<file path="src/rtl/mpc_pkg.sv">
// ----------------------------------------------------------------------------
// mpc_pkg
// Types and constants shared by the colorizer controller, datapath and top.
// ----------------------------------------------------------------------------
package mpc_pkg;

    localparam int PIX_W     = 10;
    localparam int CFG_IDX_W = 2;
    localparam int CFG_W     = 32;
    localparam int ZOOM_W    = 31;
    localparam int COORD_W   = 32;
    localparam int LIMIT_W   = 16;
    localparam int COUNT_W   = LIMIT_W + 1;
    localparam int COLOR_W   = 8;
    localparam int FRAC_BITS = 28;

    // register indexes of the configuration port
    localparam logic [CFG_IDX_W-1:0] CFG_ZOOM_STEP       = 2'd0;
    localparam logic [CFG_IDX_W-1:0] CFG_CENTER_REAL     = 2'd1;
    localparam logic [CFG_IDX_W-1:0] CFG_CENTER_IMAG     = 2'd2;
    localparam logic [CFG_IDX_W-1:0] CFG_ITERATION_LIMIT = 2'd3;

    localparam logic [ZOOM_W-1:0]         ZOOM_RST  = 31'd1048576;
    localparam logic signed [COORD_W-1:0] CREAL_RST = -32'sd134217728;
    localparam logic signed [COORD_W-1:0] CIMAG_RST = 32'sd0;
    localparam logic [LIMIT_W-1:0]        LIMIT_RST = 16'd256;

    localparam logic signed [63:0] SAT_MAX = 64'sd2147483647;
    localparam logic signed [63:0] SAT_MIN = -64'sd2147483648;
    // 4.0 in the Q8.56 format of a product
    localparam logic [64:0]        ESC_LIMIT = 65'h0_0400_0000_0000_0000;

    typedef enum logic [2:0] {
        ST_IDLE,
        ST_MAP,
        ST_INIT,
        ST_MUL,
        ST_ADD,
        ST_OUT
    } state_t;

    typedef struct packed {
        logic load_pix;
        logic map;
        logic init;
        logic mul;
        logic step;
        logic finish;
        logic emit;
    } cmd_t;

    typedef struct packed {
        logic stop;
        logic hit;
    } status_t;

endpackage

</file>
<file path="src/rtl/mpc_ctrl.sv">
// ----------------------------------------------------------------------------
// mpc_ctrl
// Sequencer for one pixel: coordinate mapping, the escape loop and output.
// ----------------------------------------------------------------------------
module mpc_ctrl
(
    input  logic             clk,
    input  logic             rst_n,
    input  logic             pixel_valid,
    output logic             pixel_stall,
    output logic             color_valid,
    input  logic             color_stall,
    input  mpc_pkg::status_t status,
    output mpc_pkg::cmd_t    cmd
);
    import mpc_pkg::*;

    state_t state_reg;
    state_t state_next;
    logic   out_valid_reg;
    logic   out_valid_next;
    logic   out_free;

    assign out_free    = !out_valid_reg || !color_stall;
    assign pixel_stall = (state_reg != ST_IDLE);
    assign color_valid = out_valid_reg;

    always_comb
    begin
        state_next = state_reg;
        case (state_reg)
            ST_IDLE:
            begin
                if (pixel_valid)
                    state_next = ST_MAP;
            end
            ST_MAP:  state_next = ST_INIT;
            ST_INIT: state_next = ST_MUL;
            ST_MUL:  state_next = ST_ADD;
            ST_ADD:
            begin
                if (status.stop || status.hit)
                    state_next = ST_OUT;
                else
                    state_next = ST_MUL;
            end
            ST_OUT:
            begin
                if (out_free)
                    state_next = ST_IDLE;
            end
            default: state_next = ST_IDLE;
        endcase
    end

    always_comb
    begin
        cmd = '0;
        case (state_reg)
            ST_IDLE: cmd.load_pix = pixel_valid;
            ST_MAP:  cmd.map      = 1'b1;
            ST_INIT: cmd.init     = 1'b1;
            ST_MUL:  cmd.mul      = 1'b1;
            ST_ADD:
            begin
                if (status.stop || status.hit)
                    cmd.finish = 1'b1;
                else
                    cmd.step = 1'b1;
            end
            ST_OUT:  cmd.emit = out_free;
            default: cmd = '0;
        endcase
    end

    always_comb
    begin
        out_valid_next = out_valid_reg;
        if (cmd.emit)
            out_valid_next = 1'b1;
        else if (out_valid_reg && !color_stall)
            out_valid_next = 1'b0;
    end

    always_ff @(posedge clk or negedge rst_n)
    begin
        if (!rst_n)
        begin
            state_reg     <= ST_IDLE;
            out_valid_reg <= 1'b0;
        end
        else
        begin
            state_reg     <= state_next;
            out_valid_reg <= out_valid_next;
        end
    end

endmodule

</file>
<file path="config.mk">
export PLATFORM = sky130hd
export DESIGN_NAME = mpc_ctrl
export DESIGN_NICKNAME = d
export VERILOG_FILES = /design/src/rtl/mpc_pkg.sv /design/src/rtl/mpc_ctrl.sv
export SDC_FILE = /design/constraint.sdc
export NUM_CORES = 1
export LEC_CHECK = 0
export BUFFER_PORTS_ARGS = -buffer_cell sky130_fd_sc_hd__buf_2
export CORE_AREA = 2 2 39 41
export CTS_CLUSTER_DIAMETER = 30
export DETAILED_ROUTE_END_ITERATION = 6
export DIE_AREA = 0 0 41 43
export GPL_TIMING_DRIVEN = 0
export PLACE_DENSITY = 0.49
export SYNTH_ARGS = -nofsm -noshare
export SYNTH_HDL_FRONTEND = slang
export SYNTH_SLANG_ARGS = --single-unit
</file>
<file path="constraint.sdc">
create_clock -name clk -period 1.2 [get_ports clk]
set_clock_uncertainty 0.2 [all_clocks]
set_input_delay 0.18 -clock clk [delete_from_list [all_inputs] [get_ports clk]]
set_output_delay 0.18 -clock clk [all_outputs]
set_load 0.01 [all_outputs]
</file>
Word level (Yosys, flattened, before mapping)
Index checks and enable logic that the tools add are counted.

cells by class
  add/sub/neg operators = 0
  $mul = 0
  divide/modulo/power cells = 0
  $lt $le $gt $ge = 0
  eq/ne operators = 7
  shift-type cells = 0
  mux-type cells = 14
  bitwise gates (word level) = 0
  reductions and logical operators = 9

operator list
  cell                                                  count
  case mux 3 bit (6 select lines)                       1
  two-way mux 1 bit                                     9
  two-way mux 3 bit                                     3
  equality test 3 x 2 -> 1 bit (second input constant)  2
  equality test 3 bit (second input constant)           2
  inequality test 2 bit (second input constant)         2
  equality test 3 x 1 -> 1 bit (second input constant)  1
  logical NOT 3 bit                                     1
  nonzero test 3 bit                                    1
  logical NOT 1 bit                                     2
  logical OR 1 bit                                      2
  two-way mux 2 bit                                     1
  AND reduction 2 bit                                   1
  nonzero test 2 bit                                    1
  logical AND 1 bit                                     1

word-level totals
  register bits = 4
  bits in latches = 0
  RAM bits = 0
  bits in read-only memories = 0
  bits of input ports = 6
  output and inout port bits = 9
  logic and storage cells = 32
  memories = 0

Depth between registers and ports, before layout
  depth after elaboration = 4
  mapped depth = 4
  mapped depth without buffers = 2

Least setup slack after synthesis
No wires, ideal clock.

  path kind = register -> output
  start = reg state_reg[1]
  end = out cmd[1] in the netlist's numbering
  data arrival time = 994 ps
  path slack = -174 ps
  cell stages (with the launch flop) = 4
  path through = dfrtp_1 buf_6 nand2b_1 nor3b_1

RTL lines
  what                      line            source
  start: declaration        mpc_ctrl.sv:18  state_t state_reg;
  start signal: assignment  mpc_ctrl.sv:94  state_reg <= state_next;
  end: declaration          mpc_ctrl.sv:14  output mpc_pkg::cmd_t cmd

==> flow_metrics.env <==
export IMPL_outcome="complete, but fails checks"
export IMPL_violations="setup timing"
export IMPL_hp_class="input port to flop"
export IMPL_syn_area_um2=292
export IMPL_final_area_um2=552
export IMPL_ant_nets=0
export IMPL_setup_worst_path_class="flop to output pin"
export IMPL_leakage_uw=0.000268
export IMPL_cap_violations=0
export IMPL_cts_sinks=4
export IMPL_gp_congestion=0.608
export IMPL_yosys_warnings=0
export IMPL_seq_area_frac_synth_pct=34.3
export IMPL_slowest_stage="or3_4"
export IMPL_hp_start="status[0]"
export IMPL_layout_setup_ws_ns=-0.409
export IMPL_nets=63
export IMPL_dp_cells=61
export IMPL_max_vdd_ir_drop_v=0.000717
export IMPL_ys_ff_latch=4
export IMPL_antenna_found_initial=0
export IMPL_start_util_pct=21.1
export IMPL_clkLatencyLatePin_ns=0.23
export IMPL_grt_first_pass_wirelength_um=1310
export IMPL_tightest_slew_ns=0.269
export IMPL_fillers=148
export IMPL_core_area_um2=1380
export IMPL_final_util_pct=39.9
export IMPL_antennaDiodeCount=0
export IMPL_drc_errors=0
export IMPL_holdPathStages=3
export IMPL_synth_cell_types=20
export IMPL_die_h_um=43
export IMPL_min_to="state_reg[2]"
export IMPL_drive_gt1_share_pct=74.5
export IMPL_fmaxAchievable_ghz=0.622
export IMPL_cp_end_kind="output pin"
export IMPL_finalWirelength_um=784
export IMPL_setup_viol=11
export IMPL_critPathMaxStageDelay_ns=0.41
export IMPL_die_area_um2=1760
export IMPL_hold_slack_ns=0.0707
export IMPL_slew_headroom_pct=82.0
export IMPL_grt_pass1_vias=306
export IMPL_port_buffers=14
export IMPL_clkSlewWorstSetupHoldPaths_ns=0.04
export IMPL_cp_start_kind="flop"
export IMPL_reg2reg_depth=4
export IMPL_slew_violations=0
export IMPL_min_period_over_period_pct=134
export IMPL_p_per_area_nw_per_um2=2390
export IMPL_yosysTopAreaCell="dfrtp_1"
export IMPL_drtIter0Drc=1
export IMPL_synth_area_top_cells="dfrtp_1 (34%), buf_6 (7.7%), nor3b_1 (7.7%)"
export IMPL_wl_per_cell_um=11.0
export IMPL_syn_inst=31
export IMPL_hold_viol=0
export IMPL_clockRootBuffer="clkbuf_4"
export IMPL_largest_reg_flops=3
export IMPL_grt_max_degree=11
export IMPL_numCtsBuffers=3
export IMPL_p_total_uw=1320
export IMPL_place_area_um2=397
export IMPL_drt_pass1_iter_count=2
export IMPL_io_pins=15
export IMPL_reg2reg_slack_ns=-0.03
export IMPL_grt_usage_pct=11.6
export IMPL_cp_max_fo=2
export IMPL_required_ns=0.82
export IMPL_vias=309
export IMPL_arrival_ns=1.23
export IMPL_reg2reg_from="state_reg[0]"
export IMPL_overflow=0
export IMPL_reg2reg_to="state_reg[1]"
export IMPL_synth_top_area_share_pct=34.3
export IMPL_fin_crit_ns=1.61
export IMPL_fp_dieW_um=41
export IMPL_cts_tree="built"
export IMPL_syn_nets=37
export IMPL_rsz0062_at_grt="yes"
export IMPL_vias_per_cell=4.35
export IMPL_synth_avg_cell_area_um2=9.40
export IMPL_crit_start="state_reg[2]"
export IMPL_clockBufferDepth=2
export IMPL_place_hpwl_um=511
export IMPL_rows=14
export IMPL_h_tree_depth=1
export IMPL_area_growth_pct=89.3
export IMPL_path_cells="or3_4, nor2_4, buf_6"
export IMPL_layout_cells_non_filler=71
==> report_power, final <==
group / switching (uW) / total, uW / internal, uW
clock: 53.8 / 166 / 112
sequential: 58.1 / 254 / 196
combinational: 376 / 899 / 523
==> placed cells by master, fill, tap and decap left out <==
| cell type | synthesis | final |
|---|---|---|
| nor3_2 | 0 | 2 |
| dlygate4sd3_1 | 0 | 2 |
| xnor2_2 | 0 | 1 |
| o32ai_2 | 0 | 1 |
| nand2_1 | 2 | 2 |
| a211oi_2 | 0 | 1 |
| dfrtp_1 | 4 | 2 |
| dfrtp_2 | 0 | 2 |
| clkbuf_4 | 0 | 3 |
| buf_2 | 0 | 11 |
| nor3b_2 | 0 | 3 |
| nand2b_4 | 0 | 1 |
| a21oi_2 | 0 | 1 |
| buf_6 | 2 | 7 |
| nand3b_1 | 2 | 2 |
| or3_4 | 1 | 1 |
| buf_4 | 1 | 4 |
| o21bai_1 | 1 | 1 |
| or2_1 | 1 | 1 |
| and2_2 | 1 | 1 |
| a21boi_1 | 1 | 1 |
| o31ai_2 | 1 | 1 |
| nor2_4 | 0 | 1 |
| inv_1 | 3 | 3 |
==> synth_stat cells, drive strengths merged <==
cell and count:
dfrtp 4, buf 3, inv 3, nor3b 3, nand2 2, nand3b 2, nor3 2, a211oi 1
a21boi 1, a21oi 1, and2 1, nand2b 1, nor2 1, o21bai 1, o31ai 1, o32ai 1
or2 1, or3 1, xnor2 1
==> area by class of cell <==
type / instances / area (um^2) / share of cell area [%]
multi-input cells: 21 / 211 / 38.3
repair buffers: 23 / 173 / 31.3
inverters: 3 / 11.3 / 2.04
well taps: 16 / 20.0 / 3.63
plain buffers: 1 / 11.3 / 2.04
flip-flops and latches: 4 / 103 / 18.6
clock buffers: 3 / 22.5 / 4.08
==> kinds of logic after synthesis <==
logic type      count (synthesis)  share of synthesized area, %
simple gates                   14                          31.8
xor+xnor                        1                          3.00
compound gates                  6                          16.7
flops                           4                          34.3
buf+inv                         6                          14.2
==> routing by layer <==
| layer | part of all wire [%] | vias up | track usage, % | wire length, um |
|---|---|---|---|---|
| li1 | - | 157 | - | - |
| met5 | 0 | - | 0 | 0 |
| met1 | 40 | 143 | 14.5 | 311 |
| met2 | 55 | 9 | 15.0 | 428 |
| met3 | 5.5 | 0 | 2.09 | 43 |
| met4 | 0 | 0 | 12.0 | 0 |
==> how the worst max path moves through the flow <==
stage / to / slack, ns / cells after the start
CTS: cmd[6] / -0.46 / 4
global route: cmd[6] / -0.46 / 3
global placement: cmd[6] / -0.25 / 3
floorplan: cmd[6] / -0.14 / 2
detailed placement: cmd[6] / -0.28 / 3
finish: cmd[6] / -0.41 / 3
==> critical path, delay by kind of cell (launching register included) <==
| family | cells | cell delay [ns] |
|---|---|---|
| and+or+nand+nor | 2 | 0.51 |
| DFF | 1 | 0.39 |
| buffers and inverters | 1 | 0.10 |
==> per-stage QoR <==
step | setup slack (ns) | setup TNS, ns
floorplan | -0.145 | -0.393
global placement | -0.252 | -1.17
detailed placement | -0.275 | -1.28
CTS | -0.459 | -3.14
global route | -0.460 | -3.33
finish | -0.409 | -2.62
==> timing repair <==
| action | CTS | global route |
|---|---|---|
| hold buffers | 2 | 0 |
| pin swaps | 0 | 2 |
| buffers inserted | 3 | 4 |
| setup endpoints to repair | 11 | 11 |
| cloned | 0 | 0 |
| resized for setup | 10 | 7 |
| hold endpoints to repair | 5 | 0 |
No activity file was read; power rests on OpenSTA's default activity.
